File: config.mk
export PLATFORM = sky130hd
export DESIGN_NAME = plist_ctrl
export DESIGN_NICKNAME = d
export VERILOG_FILES = /design/src/rtl/core/plist_pkg.sv /design/src/rtl/core/plist_ctrl.sv
export SDC_FILE = /design/constraint.sdc
export NUM_CORES = 1
export LEC_CHECK = 0
export BUFFER_PORTS_ARGS = -buffer_cell sky130_fd_sc_hd__buf_2
export CORE_ASPECT_RATIO = 1.1
export CORE_MARGIN = 1
export CORE_UTILIZATION = 40
export CTS_BUF_LIST = sky130_fd_sc_hd__clkbuf_16
export DETAILED_ROUTE_END_ITERATION = 6
export SYNTH_ARGS = -nofsm -noshare
export SYNTH_HDL_FRONTEND = slang
export SYNTH_SLANG_ARGS = --single-unit
File: constraint.sdc
create_clock -name clk -period 14.82 [get_ports clk]
set_input_delay 2.223 -clock clk [delete_from_list [all_inputs] [get_ports clk]]
set_output_delay 2.223 -clock clk [all_outputs]
set_load 0.01 [all_outputs]
File: src/rtl/core/plist_pkg.sv
`timescale 1ns / 1ps
// ----------------------------------------------------------------------------
// plist_pkg
// Shared widths, word types, request kinds and status codes of the
// positional list store.
// ----------------------------------------------------------------------------
package plist_pkg;

    localparam int KIND_W = 2;
    localparam int POS_W  = 9;
    localparam int WORD_W = 32;
    localparam int LEN_W  = 9;
    localparam int STAT_W = 2;

    localparam int DEF_CAPACITY = 256;

    typedef logic [KIND_W-1:0]        kind_t;
    typedef logic [POS_W-1:0]         pos_t;
    typedef logic signed [WORD_W-1:0] word_t;
    typedef logic [LEN_W-1:0]         len_t;
    typedef logic [STAT_W-1:0]        status_t;

    // request kinds
    localparam kind_t K_READ   = 2'd0;
    localparam kind_t K_WRITE  = 2'd1;
    localparam kind_t K_INSERT = 2'd2;
    localparam kind_t K_REMOVE = 2'd3;

    // result status codes
    localparam status_t ST_OK     = 2'd0;
    localparam status_t ST_EMPTY  = 2'd1;
    localparam status_t ST_BADPOS = 2'd2;
    localparam status_t ST_FULL   = 2'd3;

endpackage

File: src/rtl/core/plist_ctrl.sv
`timescale 1ns / 1ps
// ----------------------------------------------------------------------------
// plist_ctrl
// Request sequencer: checks each request against the entry count, runs
// the shift passes over the memory and drives the result word.
// ----------------------------------------------------------------------------
module plist_ctrl #(
    parameter int CAPACITY = plist_pkg::DEF_CAPACITY,
    parameter int AW       = $clog2(CAPACITY)
) (
    input  logic                 clk,
    input  logic                 rst_n,
    input  logic                 start,
    output logic                 busy,
    input  plist_pkg::kind_t     kind,
    input  plist_pkg::pos_t      position,
    input  plist_pkg::word_t     value,
    output logic                 done,
    output plist_pkg::status_t   status,
    output plist_pkg::word_t     data,
    output plist_pkg::len_t      length,
    output logic                 mem_we,
    output logic [AW-1:0]        mem_waddr,
    output plist_pkg::word_t     mem_wdata,
    output logic [AW-1:0]        mem_raddr,
    input  plist_pkg::word_t     mem_rdata
);
    import plist_pkg::*;

    localparam int CW = $clog2(CAPACITY + 1);
    localparam int XW = ((CW > POS_W) ? CW : POS_W) + 1;

    localparam logic [2:0] S_IDLE  = 3'd0;
    localparam logic [2:0] S_FETCH = 3'd1;
    localparam logic [2:0] S_UP    = 3'd2;
    localparam logic [2:0] S_DN    = 3'd3;
    localparam logic [2:0] S_FLUSH = 3'd4;
    localparam logic [2:0] S_PUT   = 3'd5;

    logic [2:0]    state_reg, state_next;
    logic [CW-1:0] cnt_reg, cnt_next;
    kind_t         kind_reg, kind_next;
    logic [AW-1:0] p0_reg, p0_next;
    word_t         val_reg, val_next;
    logic [AW-1:0] src_reg, src_next;
    logic          pend_reg, pend_next;
    logic [AW-1:0] wptr_reg, wptr_next;
    logic          done_reg, done_next;
    status_t       status_reg, status_next;
    word_t         data_reg, data_next;
    len_t          length_reg, length_next;

    logic [XW-1:0] pos_x;
    logic [XW-1:0] cnt_x;
    logic [AW-1:0] p_in;
    logic [AW-1:0] last_idx;
    logic          full;

    // widen position and count to a common compare width
    assign pos_x    = XW'(position);
    assign cnt_x    = XW'(cnt_reg);
    assign p_in     = AW'(pos_x - XW'(1));
    assign last_idx = AW'(cnt_reg - CW'(1));
    assign full     = (cnt_reg == CW'(CAPACITY));

    // sequence requests and shift passes
    always_comb
    begin
        state_next  = state_reg;
        cnt_next    = cnt_reg;
        kind_next   = kind_reg;
        p0_next     = p0_reg;
        val_next    = val_reg;
        src_next    = src_reg;
        pend_next   = 1'b0;
        wptr_next   = wptr_reg;
        done_next   = 1'b0;
        status_next = status_reg;
        data_next   = data_reg;
        length_next = length_reg;

        // a pending shift write takes the port; otherwise direct writes
        mem_we    = pend_reg;
        mem_waddr = wptr_reg;
        mem_wdata = mem_rdata;
        mem_raddr = src_reg;

        case (state_reg)
            S_IDLE:
            begin
                mem_raddr = p_in;
                if (start)
                begin
                    kind_next   = kind;
                    p0_next     = p_in;
                    val_next    = value;
                    status_next = ST_OK;
                    data_next   = '0;
                    length_next = LEN_W'(cnt_reg);
                    if (kind == K_INSERT)
                    begin
                        if (position == '0 || pos_x > cnt_x + XW'(1))
                        begin
                            status_next = ST_BADPOS;
                            done_next   = 1'b1;
                        end
                        else if (full)
                        begin
                            status_next = ST_FULL;
                            done_next   = 1'b1;
                        end
                        else if (pos_x == cnt_x + XW'(1))
                        begin
                            // append: no entries to move
                            mem_we      = 1'b1;
                            mem_waddr   = p_in;
                            mem_wdata   = value;
                            cnt_next    = cnt_reg + CW'(1);
                            length_next = LEN_W'(cnt_reg + CW'(1));
                            done_next   = 1'b1;
                        end
                        else
                        begin
                            src_next   = last_idx;
                            state_next = S_UP;
                        end
                    end
                    else if (cnt_reg == '0)
                    begin
                        status_next = ST_EMPTY;
                        done_next   = 1'b1;
                    end
                    else if (position == '0 || pos_x > cnt_x)
                    begin
                        status_next = ST_BADPOS;
                        done_next   = 1'b1;
                    end
                    else if (kind == K_WRITE)
                    begin
                        mem_we    = 1'b1;
                        mem_waddr = p_in;
                        mem_wdata = value;
                        done_next = 1'b1;
                    end
                    else
                    begin
                        state_next = S_FETCH;
                    end
                end
            end

            S_FETCH:
            begin
                // addressed word is on the read port now
                data_next = mem_rdata;
                if (kind_reg == K_READ || p0_reg == last_idx)
                begin
                    if (kind_reg == K_REMOVE)
                    begin
                        cnt_next    = cnt_reg - CW'(1);
                        length_next = LEN_W'(cnt_reg - CW'(1));
                    end
                    done_next  = 1'b1;
                    state_next = S_IDLE;
                end
                else
                begin
                    src_next   = p0_reg + AW'(1);
                    state_next = S_DN;
                end
            end

            S_UP:
            begin
                // read src, write it one place higher next cycle
                mem_raddr = src_reg;
                pend_next = 1'b1;
                wptr_next = src_reg + AW'(1);
                if (src_reg == p0_reg)
                begin
                    state_next = S_FLUSH;
                end
                else
                begin
                    src_next = src_reg - AW'(1);
                end
            end

            S_DN:
            begin
                // read src, write it one place lower next cycle
                mem_raddr = src_reg;
                pend_next = 1'b1;
                wptr_next = src_reg - AW'(1);
                if (src_reg == last_idx)
                begin
                    state_next = S_FLUSH;
                end
                else
                begin
                    src_next = src_reg + AW'(1);
                end
            end

            S_FLUSH:
            begin
                // last shifted word is written this cycle
                if (kind_reg == K_INSERT)
                begin
                    state_next = S_PUT;
                end
                else
                begin
                    cnt_next    = cnt_reg - CW'(1);
                    length_next = LEN_W'(cnt_reg - CW'(1));
                    done_next   = 1'b1;
                    state_next  = S_IDLE;
                end
            end

            S_PUT:
            begin
                mem_we      = 1'b1;
                mem_waddr   = p0_reg;
                mem_wdata   = val_reg;
                cnt_next    = cnt_reg + CW'(1);
                length_next = LEN_W'(cnt_reg + CW'(1));
                done_next   = 1'b1;
                state_next  = S_IDLE;
            end

            default:
            begin
                state_next = S_IDLE;
            end
        endcase
    end

    // hold control state
    always_ff @(posedge clk or negedge rst_n)
    begin
        if (!rst_n)
        begin
            state_reg <= S_IDLE;
            cnt_reg   <= '0;
            pend_reg  <= 1'b0;
            done_reg  <= 1'b0;
        end
        else
        begin
            state_reg <= state_next;
            cnt_reg   <= cnt_next;
            pend_reg  <= pend_next;
            done_reg  <= done_next;
        end
    end

    // hold request and result payload
    always_ff @(posedge clk)
    begin
        kind_reg   <= kind_next;
        p0_reg     <= p0_next;
        val_reg    <= val_next;
        src_reg    <= src_next;
        wptr_reg   <= wptr_next;
        status_reg <= status_next;
        data_reg   <= data_next;
        length_reg <= length_next;
    end

    assign busy   = (state_reg != S_IDLE);
    assign done   = done_reg;
    assign status = status_reg;
    assign data   = data_reg;
    assign length = length_reg;

endmodule

* Word level (Yosys, flattened, before mapping)
Index checks and enable logic that the tools add are counted.
** Storage, ports and cells
- Logic and storage cells :: 151
- Input port bits :: 78
- Output and inout port bits :: 94
- Register bits :: 115
** Cells by class
- Eq/ne operators :: 33
- $lt $le $gt $ge :: 2
- Muxes and demuxes :: 79
- Add/subtract/negate cells :: 7
- Reduce and logical (&&, ||, !) cells :: 18
** Operators with widths (count)
- 32-bit two-way mux :: 9
- 8-bit two-way mux :: 17
- 32-bit one-hot mux with 2 select lines :: 2
- 9-bit two-way mux :: 8
- 9-bit one-hot mux with 4 select lines :: 1
- 3-bit two-way mux :: 11
- 8-bit one-hot mux with 2 select lines :: 2
- 8-bit one-hot mux with 4 select lines :: 1
- 2-bit inequality test (second input constant) :: 13
- 8-bit == test :: 3
- 1-bit two-way mux :: 19
- 9-bit logical NOT :: 2
- 3-bit inequality test (second input constant) :: 6
- 9-bit AND reduction :: 2
- 8-bit by 1-bit adder with 8-bit output (second input constant) :: 2
- 8-bit by 1-bit subtractor with 8-bit output (second input constant) :: 2
- 3-bit one-hot mux with 5 select lines :: 1
- 2-bit two-way mux :: 6
- 9-bit by 1-bit adder with 10-bit output (second input constant) :: 1
- 9-bit by 10-bit == test with 1-bit output :: 1
- 9-bit by 10-bit > comparator with 1-bit output :: 1
- 9-bit by 1-bit adder with 9-bit output (second input constant) :: 1
- 9-bit == test (second input constant) :: 1
- 9-bit > comparator :: 1
- 17 further kinds :: 26

* Depth between registers and ports, before layout
- Depth in word-level cells :: 8
- Gate-level depth with buffers :: 13
- Gate-level depth less buffers :: 12

* Worst setup path before layout
OpenSTA, ideal clock, no wires.
- Path kind :: input -> output
- Start point :: input port start
- End point :: output port mem_waddr[4]
- Data required time :: 12.597 ns
- Arrival :: 5.520 ns
- Setup slack :: 7.077 ns
- Stages :: 7
- Path buffers :: 1
- Cells stage by stage :: inv_1 > nor2_1 > nand2_1 > o2bb2ai_4 > buf_6 > nor3_1 > a211oi_1
** Between the ends
- Cells in the longest elaborated chain, start to end :: 2
** RTL lines
- start, declared :: line plist_ctrl.sv:13 : input logic start,
- 8-bit two-way mux :: line plist_ctrl.sv:92 : if (start)
- 8-bit one-hot mux with 2 select lines :: line plist_ctrl.sv:88 : case (state_reg)
- end, declared :: line plist_ctrl.sv:23 : output logic [AW-1:0] mem_waddr,
Every way passes these cells.

* Final worst setup path
- Start point :: input port position[0]
- End point :: output port mem_waddr[0]
** Between the ends
- Cells in the longest elaborated chain, start to end :: 7
- Elaborated cells on any way between the ends :: 16
- Classes of those cells :: add/sub (1); order compare (2); eq/ne (1); mux (9); reduce/logical (3)
** RTL lines
- start, declared :: line plist_ctrl.sv:16 : input plist_pkg::pos_t position,
- 8-bit by 1-bit subtractor with 8-bit output * :: line plist_ctrl.sv:62 : assign p_in = AW'(pos_x - XW'(1));
- net p_in[0] :: line plist_ctrl.sv:55 : logic [AW-1:0] p_in;
- 8-bit two-way mux (on tied branches) :: line plist_ctrl.sv:138, plist_ctrl.sv:112
- 8-bit two-way mux (on tied branches) :: line plist_ctrl.sv:133, plist_ctrl.sv:107
- 8-bit two-way mux (on tied branches) :: line plist_ctrl.sv:128, plist_ctrl.sv:102
- 8-bit two-way mux * :: line plist_ctrl.sv:100 : if (kind == K_INSERT)
- 8-bit two-way mux * :: line plist_ctrl.sv:92
- 8-bit one-hot mux with 2 select lines * :: line plist_ctrl.sv:88
Mark *: on every way through the listed nets, which the timed path passes. The rest lies on a longest branch.

==> results.ini <==
[run_status]
status = finished clean

[cts]
cts_tree = built
clkSlewWorstSetupHoldPaths_ps = 60
clockBufferDepth = 2
clock_latency_ps = 420
cts_post_setup_buffers_inserted = 0
cts-resized-gates = 0
numCtsBuffers = 17
cts_hold_buf = 0
cts-root-buf = clkbuf_16
cts_sinks = 115
htree_levels = 4

[pwr]
power.density_nw_per_um2 = 93.64
fin_total_pwr_mw = 0.8324
p_leak_nw = 3.601
ir_worst_vdd_mv = 0.07869

[timing]
fin_setup_tns_ps = 0
finalHoldViolations = 0
report.final.slew_viol_count = 0
grt_setup_unrepaired = false
min_period_over_period_pct = 53.13
slew_headroom_pct = 34.40
clock.fmax_ghz = 0.1270
max_slew.worst_pin.slew_ps = 978.7
period_minus_slack_ps = 7874
finalClockSkew_ps = 8.031
whs_ps = 662.6
setup_violations = 0
setup_slack_ps = 6946

[layout]
area_delta_synth_final_pct = 22.15
antenna_cells = 0
final_cell_area_um2 = 8889
utilization_pct = 50.11
fin_nets = 954
final_layout_size_suffix_gt1_share_pct = 25.98
fin_cells = 1108

[detailed_routing]
wl_um = 20490
vias = 5997
drc = 0
wl_per_cell_um = 18.49
wl_met2_um = 10110
top_layer = met4
met1Wirelength_um = 8622
wl_met3_um = 1169
ant_nets = 0
drtIter0Drc = 353
drt-pass1-iter-count = 5
vias_per_cell = 5.412

[global_route]
antenna_found_initial = 0
grt_pass1_vias = 5671
grt_overflow = 0
grt_pass1_wl_um = 31020
grt_max_degree = 44
grtUsageTotal_pct = 22.22

[worst_setup_path]
critPathCaptureType = output pin
worstPathMaxFanout = 43
arrival_ps = 5650
crit_path_start_kind = input port
required_ps = 12600
critPathKind = in2out

[logic_synthesis]
yosysTopAreaCell = edfxtp_1
synth_commonest_cells = 101 x edfxtp_1, 58 x xnor2_1, 56 x nor2_1
synth_edf_count = 101
synth_flop_cell = edfxtp_1
syn_nets = 808
ys_seq_elements = 115
syn-instance-count = 711
synth_area_leaders = edfxtp_1 42%, xnor2_1 7.0%, dfrtp_1 4.8%
synth_most_common_cell = edfxtp_1
post-synth-top-area-fraction_pct = 41.68
ys_seq_area_share_pct = 46.49
syn_area_um2 = 7277
synth_warnings = 0
postSynthAreaPerCell_um2 = 10.23
async_flop_share_pct = 12.17
ys_types = 70

[min_path]
hp-class = reg2reg

[placed_design]
io_buffers = 171
hpwl_um = 15110
gp_congestion = 0.8700
place_ws_ps = 6945
postPlaceCellArea_um2 = 8259
dp.cells = 1076

[die]
floorplan.initialDensity_pct = 41.02
die_h_um = 143.5
rows = 51
coreArea_um2 = 17740
dieArea_um2 = 18740
ios = 172
fp.dieW_um = 130.6

[job]
drv_cap = 0

power breakdown:
group	total, mW	switching, mW	internal [mW]
combinational	0.0421	0.0230	0.0192
clock	0.440	0.157	0.283
sequential	0.350	0.0000119	0.350
total	0.832	0.180	0.652
layout by cell type, fill, tap and decap left out, types with 5 or more instances in the layout:
cell / synthesis / layout
inv_1: 26 / 26
nor2b_1: 6 / 6
nand4_1: 5 / 5
nand3_1: 17 / 17
or3_1: 9 / 9
clkbuf_16: 0 / 17
ha_1: 19 / 19
a21o_1: 28 / 28
buf_4: 2 / 6
and3_1: 10 / 10
xor2_1: 21 / 21
a21oi_1: 36 / 36
nor3_1: 17 / 15
dfrtp_1: 14 / 14
nand2b_1: 7 / 7
a22o_1: 24 / 24
nor2_1: 56 / 55
nand2_1: 43 / 43
edfxtp_1: 101 / 101
xnor2_1: 58 / 58
a31oi_1: 6 / 6
a221oi_1: 5 / 5
mux2i_1: 21 / 21
buf_2: 10 / 171
o21ai_0: 21 / 21
and2_1: 33 / 33
nor4_1: 8 / 8
critical path, cell delays in order:
cell       delay (ps)
buf_2             120
inv_1             140
ha_1              210
or3b_1            400
or3_1             350
or2_1             290
and3_1            180
a21oi_2           200
o2bb2ai_4          80
buf_4             280
nor2_2            770
a21o_1            230
buf_2             130
cell families (layout without fill, tap and decap cells):
kind of cell               after synthesis  count (layout)  share of synthesized area (%)
and+or+nand+nor                        231             231                          16.49
DFF                                    115             115                          46.49
xor gates and xnor gates                80              80                          9.818
adders and majority gates               19              19                          3.267
muxes                                   21              21                          2.889
buffers and inverters                   79             238                          4.711
AOI/OAI and AO/OA                      166             166                          16.33
metal layers:
metal / vias to the layer above / global-route usage (%)
met4: 0 / 9.982
met1: 2854 / 26.85
met2: 212 / 37.87
li1: 2890 / -
met5: - / 0
met3: 41 / 4.505
worst paths after layout:
check | startpoint | cells past startpoint | end | slack [ps]
worst min-delay path | kind_reg[0] | 3 | state_reg[2] | 660
max in group asynchronous | rst_n | 1 | cnt_reg[3] | 12830
worst min register to register | kind_reg[0] | 3 | state_reg[2] | 660
worst max-delay path | position[0] | 13 | mem_waddr[0] | 6950
worst max register to register | cnt_reg[0] | 12 | src_reg[1] | 10610
min in group asynchronous | rst_n | 1 | state_reg[2] | 1720
final cells by class:
| type | count | area, um2 |
|---|---|---|
| Inverter | 29 | 108.9 |
| Multi-Input combinational cell | 517 | 3568 |
| Sequential cell | 115 | 3383 |
| Clock inverter | 15 | 203.9 |
| Timing Repair Buffer | 177 | 900.9 |
| Clock buffer | 17 | 425.4 |
| Tap cell | 238 | 297.8 |
| Fill cell | 1706 | 8851 |
Note: power is estimated with default switching activity, not from simulation.
